$ cat src/hdl/spdcq_pkg.sv
// Shared types and codes for the deferred call queue.
// No dependencies; imported by every module of the block.
package spdcq_pkg;

    localparam logic FUNC_QUEUE  = 1'b0;
    localparam logic FUNC_RETIRE = 1'b1;

    typedef enum logic [1:0] {
        ST_ACCEPTED   = 2'd0,
        ST_FULL       = 2'd1,
        ST_DISPATCHED = 2'd2,
        ST_EMPTY      = 2'd3
    } status_t;

    typedef enum logic [2:0] {
        S_IDLE,
        S_INS_SCAN,
        S_INS_PUT,
        S_DRAIN,
        S_RESP
    } state_t;

    // One queue slot
    typedef struct packed {
        logic [15:0] handle;
        logic [7:0]  priority_val;
    } entry_t;

    // One result word handed to the output register
    typedef struct packed {
        logic [15:0] handle;
        logic [7:0]  priority_val;
        status_t     status;
        logic        last;
    } result_t;

endpackage

$ cat src/hdl/stable_priority_deferred_call_queue_top.sv
// Top level of the stable priority deferred call queue.
// Depends on spdcq_pkg, spdcq_mem and spdcq_ctrl.
//
// Usage
//   Input channel (in_valid/in_ready) carries one word: func, call_handle,
//   call_priority. func queue inserts the handle behind every entry of equal or
//   higher priority; func retire drains the whole queue, highest priority first.
//   Output channel (out_valid/out_ready) carries result words: out_handle,
//   out_priority, status, is_last. A queue word gives one result (accepted or
//   full); a retire word gives one dispatched result per entry, the last one
//   flagged, or a single empty result.
// Operation
//   One word is worked on at a time, as the entries live in a single-port-pair
//   slot memory with registered read data. An insert shifts each queued entry
//   of lower priority back one slot from the tail; full and empty answers go
//   straight to the response. A drain primes the read as the retire is taken,
//   then hands out one entry per cycle while the output register has room.
// Reset and stall
//   Reset empties the queue (count to zero) and drops any waiting output word;
//   slot contents are left as they are and are never read before being written.
//   When out_ready is low the output register holds its word and the drain or
//   response pauses without loss; a new input word may still be taken while a
//   finished result waits.
module stable_priority_deferred_call_queue_top #(
    parameter int QUEUE_DEPTH = 16
) (
    input  logic        clk,
    input  logic        rst_n,
    input  logic        in_valid,
    output logic        in_ready,
    input  logic        func,
    input  logic [15:0] call_handle,
    input  logic [7:0]  call_priority,
    output logic        out_valid,
    input  logic        out_ready,
    output logic [15:0] out_handle,
    output logic [7:0]  out_priority,
    output logic [1:0]  status,
    output logic        is_last
);
    import spdcq_pkg::*;

    localparam int AW = $clog2(QUEUE_DEPTH);

    logic          res_valid;
    result_t       res;
    logic          res_free;
    logic          mem_we;
    logic [AW-1:0] mem_waddr;
    entry_t        mem_wdata;
    logic          mem_re;
    logic [AW-1:0] mem_raddr;
    entry_t        mem_rdata;

    logic          out_valid_reg, out_valid_next;
    result_t       out_word_reg, out_word_next;

    spdcq_mem #(
        .QUEUE_DEPTH (QUEUE_DEPTH)
    ) u_mem (
        .clk   (clk),
        .we    (mem_we),
        .waddr (mem_waddr),
        .wdata (mem_wdata),
        .re    (mem_re),
        .raddr (mem_raddr),
        .rdata (mem_rdata)
    );

    spdcq_ctrl #(
        .QUEUE_DEPTH (QUEUE_DEPTH)
    ) u_ctrl (
        .clk           (clk),
        .rst_n         (rst_n),
        .in_valid      (in_valid),
        .in_ready      (in_ready),
        .func          (func),
        .call_handle   (call_handle),
        .call_priority (call_priority),
        .res_valid     (res_valid),
        .res           (res),
        .res_free      (res_free),
        .mem_we        (mem_we),
        .mem_waddr     (mem_waddr),
        .mem_wdata     (mem_wdata),
        .mem_re        (mem_re),
        .mem_raddr     (mem_raddr),
        .mem_rdata     (mem_rdata)
    );

    // The output register can take a word when empty or being emptied this cycle
    assign res_free = !out_valid_reg || out_ready;

    always_comb
    begin
        out_valid_next = out_valid_reg;
        out_word_next  = out_word_reg;
        if (res_valid)
        begin
            out_valid_next = 1'b1;
            out_word_next  = res;
        end
        else if (out_ready)
        begin
            // Drop the word once taken
            out_valid_next = 1'b0;
        end
    end

    always_ff @(posedge clk or negedge rst_n)
    begin
        if (!rst_n)
        begin
            out_valid_reg <= 1'b0;
        end
        else
        begin
            out_valid_reg <= out_valid_next;
        end
    end

    always_ff @(posedge clk)
    begin
        out_word_reg <= out_word_next;
    end

    assign out_valid    = out_valid_reg;
    assign out_handle   = out_word_reg.handle;
    assign out_priority = out_word_reg.priority_val;
    assign status       = out_word_reg.status;
    assign is_last      = out_word_reg.last;

endmodule

$ cat src/hdl/spdcq_mem.sv
// Slot memory: one write port, one read port, registered read data.
// Depends on spdcq_pkg for the entry type.
module spdcq_mem #(
    parameter int QUEUE_DEPTH = 16
) (
    input  logic                           clk,
    input  logic                           we,
    input  logic [$clog2(QUEUE_DEPTH)-1:0] waddr,
    input  spdcq_pkg::entry_t              wdata,
    input  logic                           re,
    input  logic [$clog2(QUEUE_DEPTH)-1:0] raddr,
    output spdcq_pkg::entry_t              rdata
);
    import spdcq_pkg::*;

    entry_t slots [QUEUE_DEPTH];
    entry_t rdata_reg;

    always_ff @(posedge clk)
    begin
        if (we)
        begin
            slots[waddr] <= wdata;
        end
    end

    // Hold read data until the next read
    always_ff @(posedge clk)
    begin
        if (re)
        begin
            rdata_reg <= slots[raddr];
        end
    end

    assign rdata = rdata_reg;

endmodule

$ cat src/hdl/spdcq_ctrl.sv
// Sequencer: tail-first insertion shift and in-order drain over the slot memory.
// Depends on spdcq_pkg and drives spdcq_mem.
module spdcq_ctrl #(
    parameter int QUEUE_DEPTH = 16
) (
    input  logic                           clk,
    input  logic                           rst_n,
    input  logic                           in_valid,
    output logic                           in_ready,
    input  logic                           func,
    input  logic [15:0]                    call_handle,
    input  logic [7:0]                     call_priority,
    output logic                           res_valid,
    output spdcq_pkg::result_t             res,
    input  logic                           res_free,
    output logic                           mem_we,
    output logic [$clog2(QUEUE_DEPTH)-1:0] mem_waddr,
    output spdcq_pkg::entry_t              mem_wdata,
    output logic                           mem_re,
    output logic [$clog2(QUEUE_DEPTH)-1:0] mem_raddr,
    input  spdcq_pkg::entry_t              mem_rdata
);
    import spdcq_pkg::*;

    localparam int AW = $clog2(QUEUE_DEPTH);
    localparam int CW = $clog2(QUEUE_DEPTH + 1);

    state_t        state_reg, state_next;
    logic [CW-1:0] cnt_reg, cnt_next;
    logic [AW-1:0] idx_reg, idx_next;
    logic [15:0]   item_handle_reg, item_handle_next;
    logic [7:0]    item_prio_reg, item_prio_next;
    status_t       resp_status_reg, resp_status_next;
    entry_t        new_entry;
    logic          drain_last;

    always_ff @(posedge clk or negedge rst_n)
    begin
        if (!rst_n)
        begin
            state_reg <= S_IDLE;
            cnt_reg   <= '0;
        end
        else
        begin
            state_reg <= state_next;
            cnt_reg   <= cnt_next;
        end
    end

    always_ff @(posedge clk)
    begin
        idx_reg         <= idx_next;
        item_handle_reg <= item_handle_next;
        item_prio_reg   <= item_prio_next;
        resp_status_reg <= resp_status_next;
    end

    assign new_entry  = '{handle: item_handle_reg, priority_val: item_prio_reg};
    assign drain_last = ((CW'(idx_reg) + CW'(1)) == cnt_reg);

    always_comb
    begin
        state_next       = state_reg;
        cnt_next         = cnt_reg;
        idx_next         = idx_reg;
        item_handle_next = item_handle_reg;
        item_prio_next   = item_prio_reg;
        resp_status_next = resp_status_reg;
        in_ready         = 1'b0;
        res_valid        = 1'b0;
        res              = '{handle: item_handle_reg, priority_val: item_prio_reg,
                             status: resp_status_reg, last: 1'b1};
        mem_we           = 1'b0;
        mem_waddr        = idx_reg;
        mem_wdata        = new_entry;
        mem_re           = 1'b0;
        mem_raddr        = idx_reg;

        case (state_reg)
            S_IDLE:
            begin
                in_ready = 1'b1;
                if (in_valid)
                begin
                    if (func == FUNC_QUEUE)
                    begin
                        item_handle_next = call_handle;
                        item_prio_next   = call_priority;
                        if (cnt_reg == CW'(QUEUE_DEPTH))
                        begin
                            resp_status_next = ST_FULL;
                            state_next       = S_RESP;
                        end
                        else if (cnt_reg == '0)
                        begin
                            idx_next   = '0;
                            state_next = S_INS_PUT;
                        end
                        else
                        begin
                            // Start at the tail; the hole sits at the current count
                            mem_re     = 1'b1;
                            mem_raddr  = AW'(cnt_reg - CW'(1));
                            idx_next   = AW'(cnt_reg);
                            state_next = S_INS_SCAN;
                        end
                    end
                    else
                    begin
                        if (cnt_reg == '0)
                        begin
                            item_handle_next = '0;
                            item_prio_next   = '0;
                            resp_status_next = ST_EMPTY;
                            state_next       = S_RESP;
                        end
                        else
                        begin
                            mem_re     = 1'b1;
                            mem_raddr  = '0;
                            idx_next   = '0;
                            state_next = S_DRAIN;
                        end
                    end
                end
            end

            S_INS_SCAN:
            begin
                // mem_rdata holds the slot just ahead of the hole
                mem_we = 1'b1;
                if (mem_rdata.priority_val >= item_prio_reg)
                begin
                    cnt_next         = cnt_reg + CW'(1);
                    resp_status_next = ST_ACCEPTED;
                    state_next       = S_RESP;
                end
                else
                begin
                    // Move the lower-priority entry back one slot
                    mem_wdata = mem_rdata;
                    idx_next  = idx_reg - AW'(1);
                    if (idx_reg == AW'(1))
                    begin
                        state_next = S_INS_PUT;
                    end
                    else
                    begin
                        mem_re    = 1'b1;
                        mem_raddr = idx_reg - AW'(2);
                    end
                end
            end

            S_INS_PUT:
            begin
                mem_we           = 1'b1;
                cnt_next         = cnt_reg + CW'(1);
                resp_status_next = ST_ACCEPTED;
                state_next       = S_RESP;
            end

            S_DRAIN:
            begin
                if (res_free)
                begin
                    res_valid = 1'b1;
                    res       = '{handle: mem_rdata.handle,
                                  priority_val: mem_rdata.priority_val,
                                  status: ST_DISPATCHED, last: drain_last};
                    if (drain_last)
                    begin
                        cnt_next   = '0;
                        state_next = S_IDLE;
                    end
                    else
                    begin
                        mem_re    = 1'b1;
                        mem_raddr = idx_reg + AW'(1);
                        idx_next  = idx_reg + AW'(1);
                    end
                end
            end

            S_RESP:
            begin
                if (res_free)
                begin
                    res_valid  = 1'b1;
                    state_next = S_IDLE;
                end
            end

            default:
            begin
                state_next = S_IDLE;
            end
        endcase
    end

endmodule

$ cat config.mk
export PLATFORM = sky130hd
export DESIGN_NAME = stable_priority_deferred_call_queue_top
export DESIGN_NICKNAME = d
export VERILOG_FILES = /design/src/hdl/spdcq_pkg.sv /design/src/hdl/stable_priority_deferred_call_queue_top.sv /design/src/hdl/spdcq_mem.sv /design/src/hdl/spdcq_ctrl.sv
export SDC_FILE = /design/constraint.sdc
export NUM_CORES = 1
export LEC_CHECK = 0
export BUFFER_PORTS_ARGS = -buffer_cell sky130_fd_sc_hd__buf_2
export CAP_MARGIN = 40
export CORE_ASPECT_RATIO = 1.4
export CORE_MARGIN = 8
export CORE_UTILIZATION = 50
export DETAILED_ROUTE_END_ITERATION = 16
export MAX_ROUTING_LAYER = met4
export PLACE_DENSITY = 0.66
export SLEW_MARGIN = 20
export SYNTH_ARGS = -nofsm -noshare
export SYNTH_HDL_FRONTEND = slang
export SYNTH_HIERARCHICAL = 1
export SYNTH_SLANG_ARGS = --single-unit
$ cat constraint.sdc
create_clock -name clk -period 5.3 [get_ports clk]
set_input_delay 0.265 -clock clk [delete_from_list [all_inputs] [get_ports clk]]
set_output_delay 0.265 -clock clk [all_outputs]
set_load 0.02 [all_outputs]
==> results by group <==
Status
  – Status: complete, no violations

STA
  – Setup_tns: 0 ps
  – Skew final: 18.3 ps
  – Setup Viol. Count Final: 0
  – RSZ-0062 raised after global routing: false
  – Slew Viols, Final: 0
  – Max frequency: 223 MHz
  – Min Tclk post-route: 4490 ps
  – Relative slew slack: 0.478
  – Slew at the pin closest to its max-slew limit: 784 ps
  – Final period util: 0.846
  – Hold Vio Cnt, Final: 0

Pwr
  – Comb pwr share: 0.389
  – Power Density: 634 mW/mm^2
  – Sw frac: 0.341
  – Clock share of power: 0.221
  – Peak supply drop: 324 uV
  – Leakage: 7.25 nW
  – Reg power frac: 0.390
  – Sw Pwr: 4.77 mW
  – Int Pwr: 9.19 mW

Place
  – Gpl congestion: 0.909
  – Final HPWL DP: 24,600 um
  – # port buffers: 57

Setup path
  – Worst Path Max Fanout: 22
  – Worst-path cell chain: ha_1 > or3b_1 > a211o_1 > a211oi_4 > or2b_2 > xnor2_1 > o221ai_4 > buf_12 > mux4_2 > a22oi_1 > nand2_1
  – CP Capture Type: flip-flop
  – CP delay by family, top: compound AO/OA/AOI/OAI gates
  – Setup Crit Path Kind: reg -> reg
  – Worst path required time: 5590 ps
  – Worst path arrival time: 4770 ps
  – R2R setup slack: 810 ps
  – Worst path slowest cell: edfxtp_1
  – Critical path's largest stage delay: 680 ps
  – Startpoint Class: flip-flop
  – CP bufs+invs: 1

Logic synthesis
  – Area share of the largest cell type after synthesis: 0.726
  – Top FF cell, synth: edfxtp_1
  – Syn Area/Cell: 18.9 um^2
  – Post-synth EDFFs: 465
  – Synth top cells by count: edfxtp_1, mux4_2, nand2_1, a22oi_1, mux2_2
  – FF+latch count, synth: 474
  – Synth area leader: edfxtp_1
  – Async S/R FF share, synth: 0.0190
  – Ys Warns: 6
  – Post-Syn Area: 0.0192 mm^2
  – Seq/Total Area, Yosys: 0.738
  – Top-count cell post-synth: edfxtp_1
  – Yosys cell types: 60
  – Synth Instances: 1,016
  – Area contributors post-synth: edfxtp_1, mux4_2, mux2_2
  – Syn nets: 1,062

Clocking
  – H-tree levels: 2
  – Number of buffers created by CTS: 44
  – Max clock buf depth: 3
  – Reg clk slew, reported paths: 70 ps
  – Clock insertion delay at the later pin of the skew report: 550 ps
  – CTS tree: built
  – Resized Gates After CTS: 0
  – CTS Sinks: 474
  – Post-CTS Hold Buffers: 13
  – Clock root buffer: clkbuf_16
  – Post-CTS Setup Inserts: 0

Finish
  – Max reg flops: 384
  – Area Overhead vs Synth: 14.5%
  – Nets: 1,170
  – Layout fillers: 2,755
  – Final Util: 0.577
  – Inserted Diodes: 0
  – Share of layout cells above drive strength 1: 0.296

GRT
  – Largest net degree at the start of global routing: 97
  – Number of global-route vias before repair: 10,400
  – Initial antenna violation count: 0
  – Grt ovf: 0
  – GRT Total Usage: 0.205
  – Global-route wire length before repair: 65,800 um

Routing
  – Remaining antenna violation count: 0
  – Routed via count: 10,100
  – WL/cell: 27.1 um
  – First DRT Iteration DRCs: 846
  – Residual DRC: 0
  – Vias per std cell: 6.16
  – First-pass DRT Iterations: 5
  – DRT Wirelength: 44,400 um

Job
  – Maxcap violations: 0

Floorplan
  – Die H: 248 um
  – Core outline area: 0.0382 mm^2
  – DIE AREA: 0.0451 mm^2
  – Ports: 58
  – Initial Util: 0.504
  – Row count: 85
  – Die W: 182 um

Min path
  – Hold Path Class: in -> reg
path summary, 6_finish.rpt:
kind                            cells after the start                      start                      end
worst max-delay path                               11        u_ctrl/mem_waddr[1]          u_mem/rdata[20]
worst min-delay path                                2           call_priority[0]  u_ctrl/item_prio_reg[0]
worst max register to register                     11        u_ctrl/mem_waddr[1]          u_mem/rdata[20]
worst min register to register                      1  u_ctrl/resp_status_reg[0]                status[0]
max in group asynchronous                           2                      rst_n      u_ctrl/state_reg[1]
min in group asynchronous                           2                      rst_n        u_ctrl/cnt_reg[2]
worst register-to-register path: stages (launching register included):
cell and delay (ps):
edfxtp_1 680, ha_1 380, or3b_1 380, a211o_1 350
a211oi_4 350, or2b_2 220, xnor2_1 100, o221ai_4 630
buf_12 320, mux4_2 540, a22oi_1 230, nand2_1 70
power by group through the flow:
stage	combinational (mW)	clock, mW	sequential (mW)
2_1_floorplan	3.75	0	5.47
3_3_place_gp	5.36	0	5.51
3_5_place_dp	5.47	0	5.53
4_1_cts	5.48	3.15	5.45
5_1_grt	5.82	3.29	5.50
6_report	5.42	3.09	5.45
through the flow:
step	instance area, um^2	std cells	setup slack (ps)	hold WS (ps)	total power [mW]
CTS	22000	1637	752	1.49	14.1
global route	22000	1638	502	27.4	14.6
floorplan	19200	1016	449	-30.6	9.22
global placement	20400	1539	897	133	10.9
finish	22000	1638	814	16.2	14.0
detailed placement	20500	1542	827	136	11.0
cells by family (layout without fill, tap and decap cells):
group	Yosys count	in the layout	synth area share
AO/OA/AOI/OAI	131	131	0.0474
AND/OR/NAND/NOR	169	169	0.0444
XOR/XNOR	12	12	0.00546
multiplexers	137	137	0.136
flip-flops	474	474	0.738
adder cells (fa/ha/maj)	17	17	0.0111
buffers and inverters	76	220	0.0178
area by class of cell:
| type | count | area (um^2) | share of cell area |
|---|---|---|---|
| clock inverter | 32 | 269 | 0.0122 |
| multi-input combinational | 466 | 4860 | 0.220 |
| sequential | 474 | 14200 | 0.644 |
| clock buffer | 50 | 1140 | 0.0520 |
| inverter | 21 | 78.8 | 0.00358 |
| tap | 478 | 598 | 0.0271 |
| timing repair buffer | 117 | 895 | 0.0406 |
per-layer routing:
layer	part of all wire	vias up	GRT usage	wire [um]
met1	0.39	5335	0.248	17400
li1	-	4323	-	-
met5	0	-	-	0
met4	0.030	0	0.0691	1340
met3	0.052	86	0.0231	2320
met2	0.52	343	0.357	23300
cells in the final DEF, fill, tap and decap left out, types with 11 or more instances in the layout:
cell,Yosys,layout
buf_4,0,37
o21ai_0,22,22
clkinv_1,1,11
nand2_1,57,57
clkinv_2,0,12
nor2b_1,28,26
nor2_1,28,14
ha_1,17,17
a22oi_1,50,50
nand2b_1,14,14
dlygate4sd3_1,0,13
clkbuf_16,0,45
edfxtp_1,465,465
inv_1,20,20
a21oi_1,20,18
mux2_2,40,40
buf_2,16,57
mux4_2,96,96
Note: power is estimated with default switching activity, not from simulation.
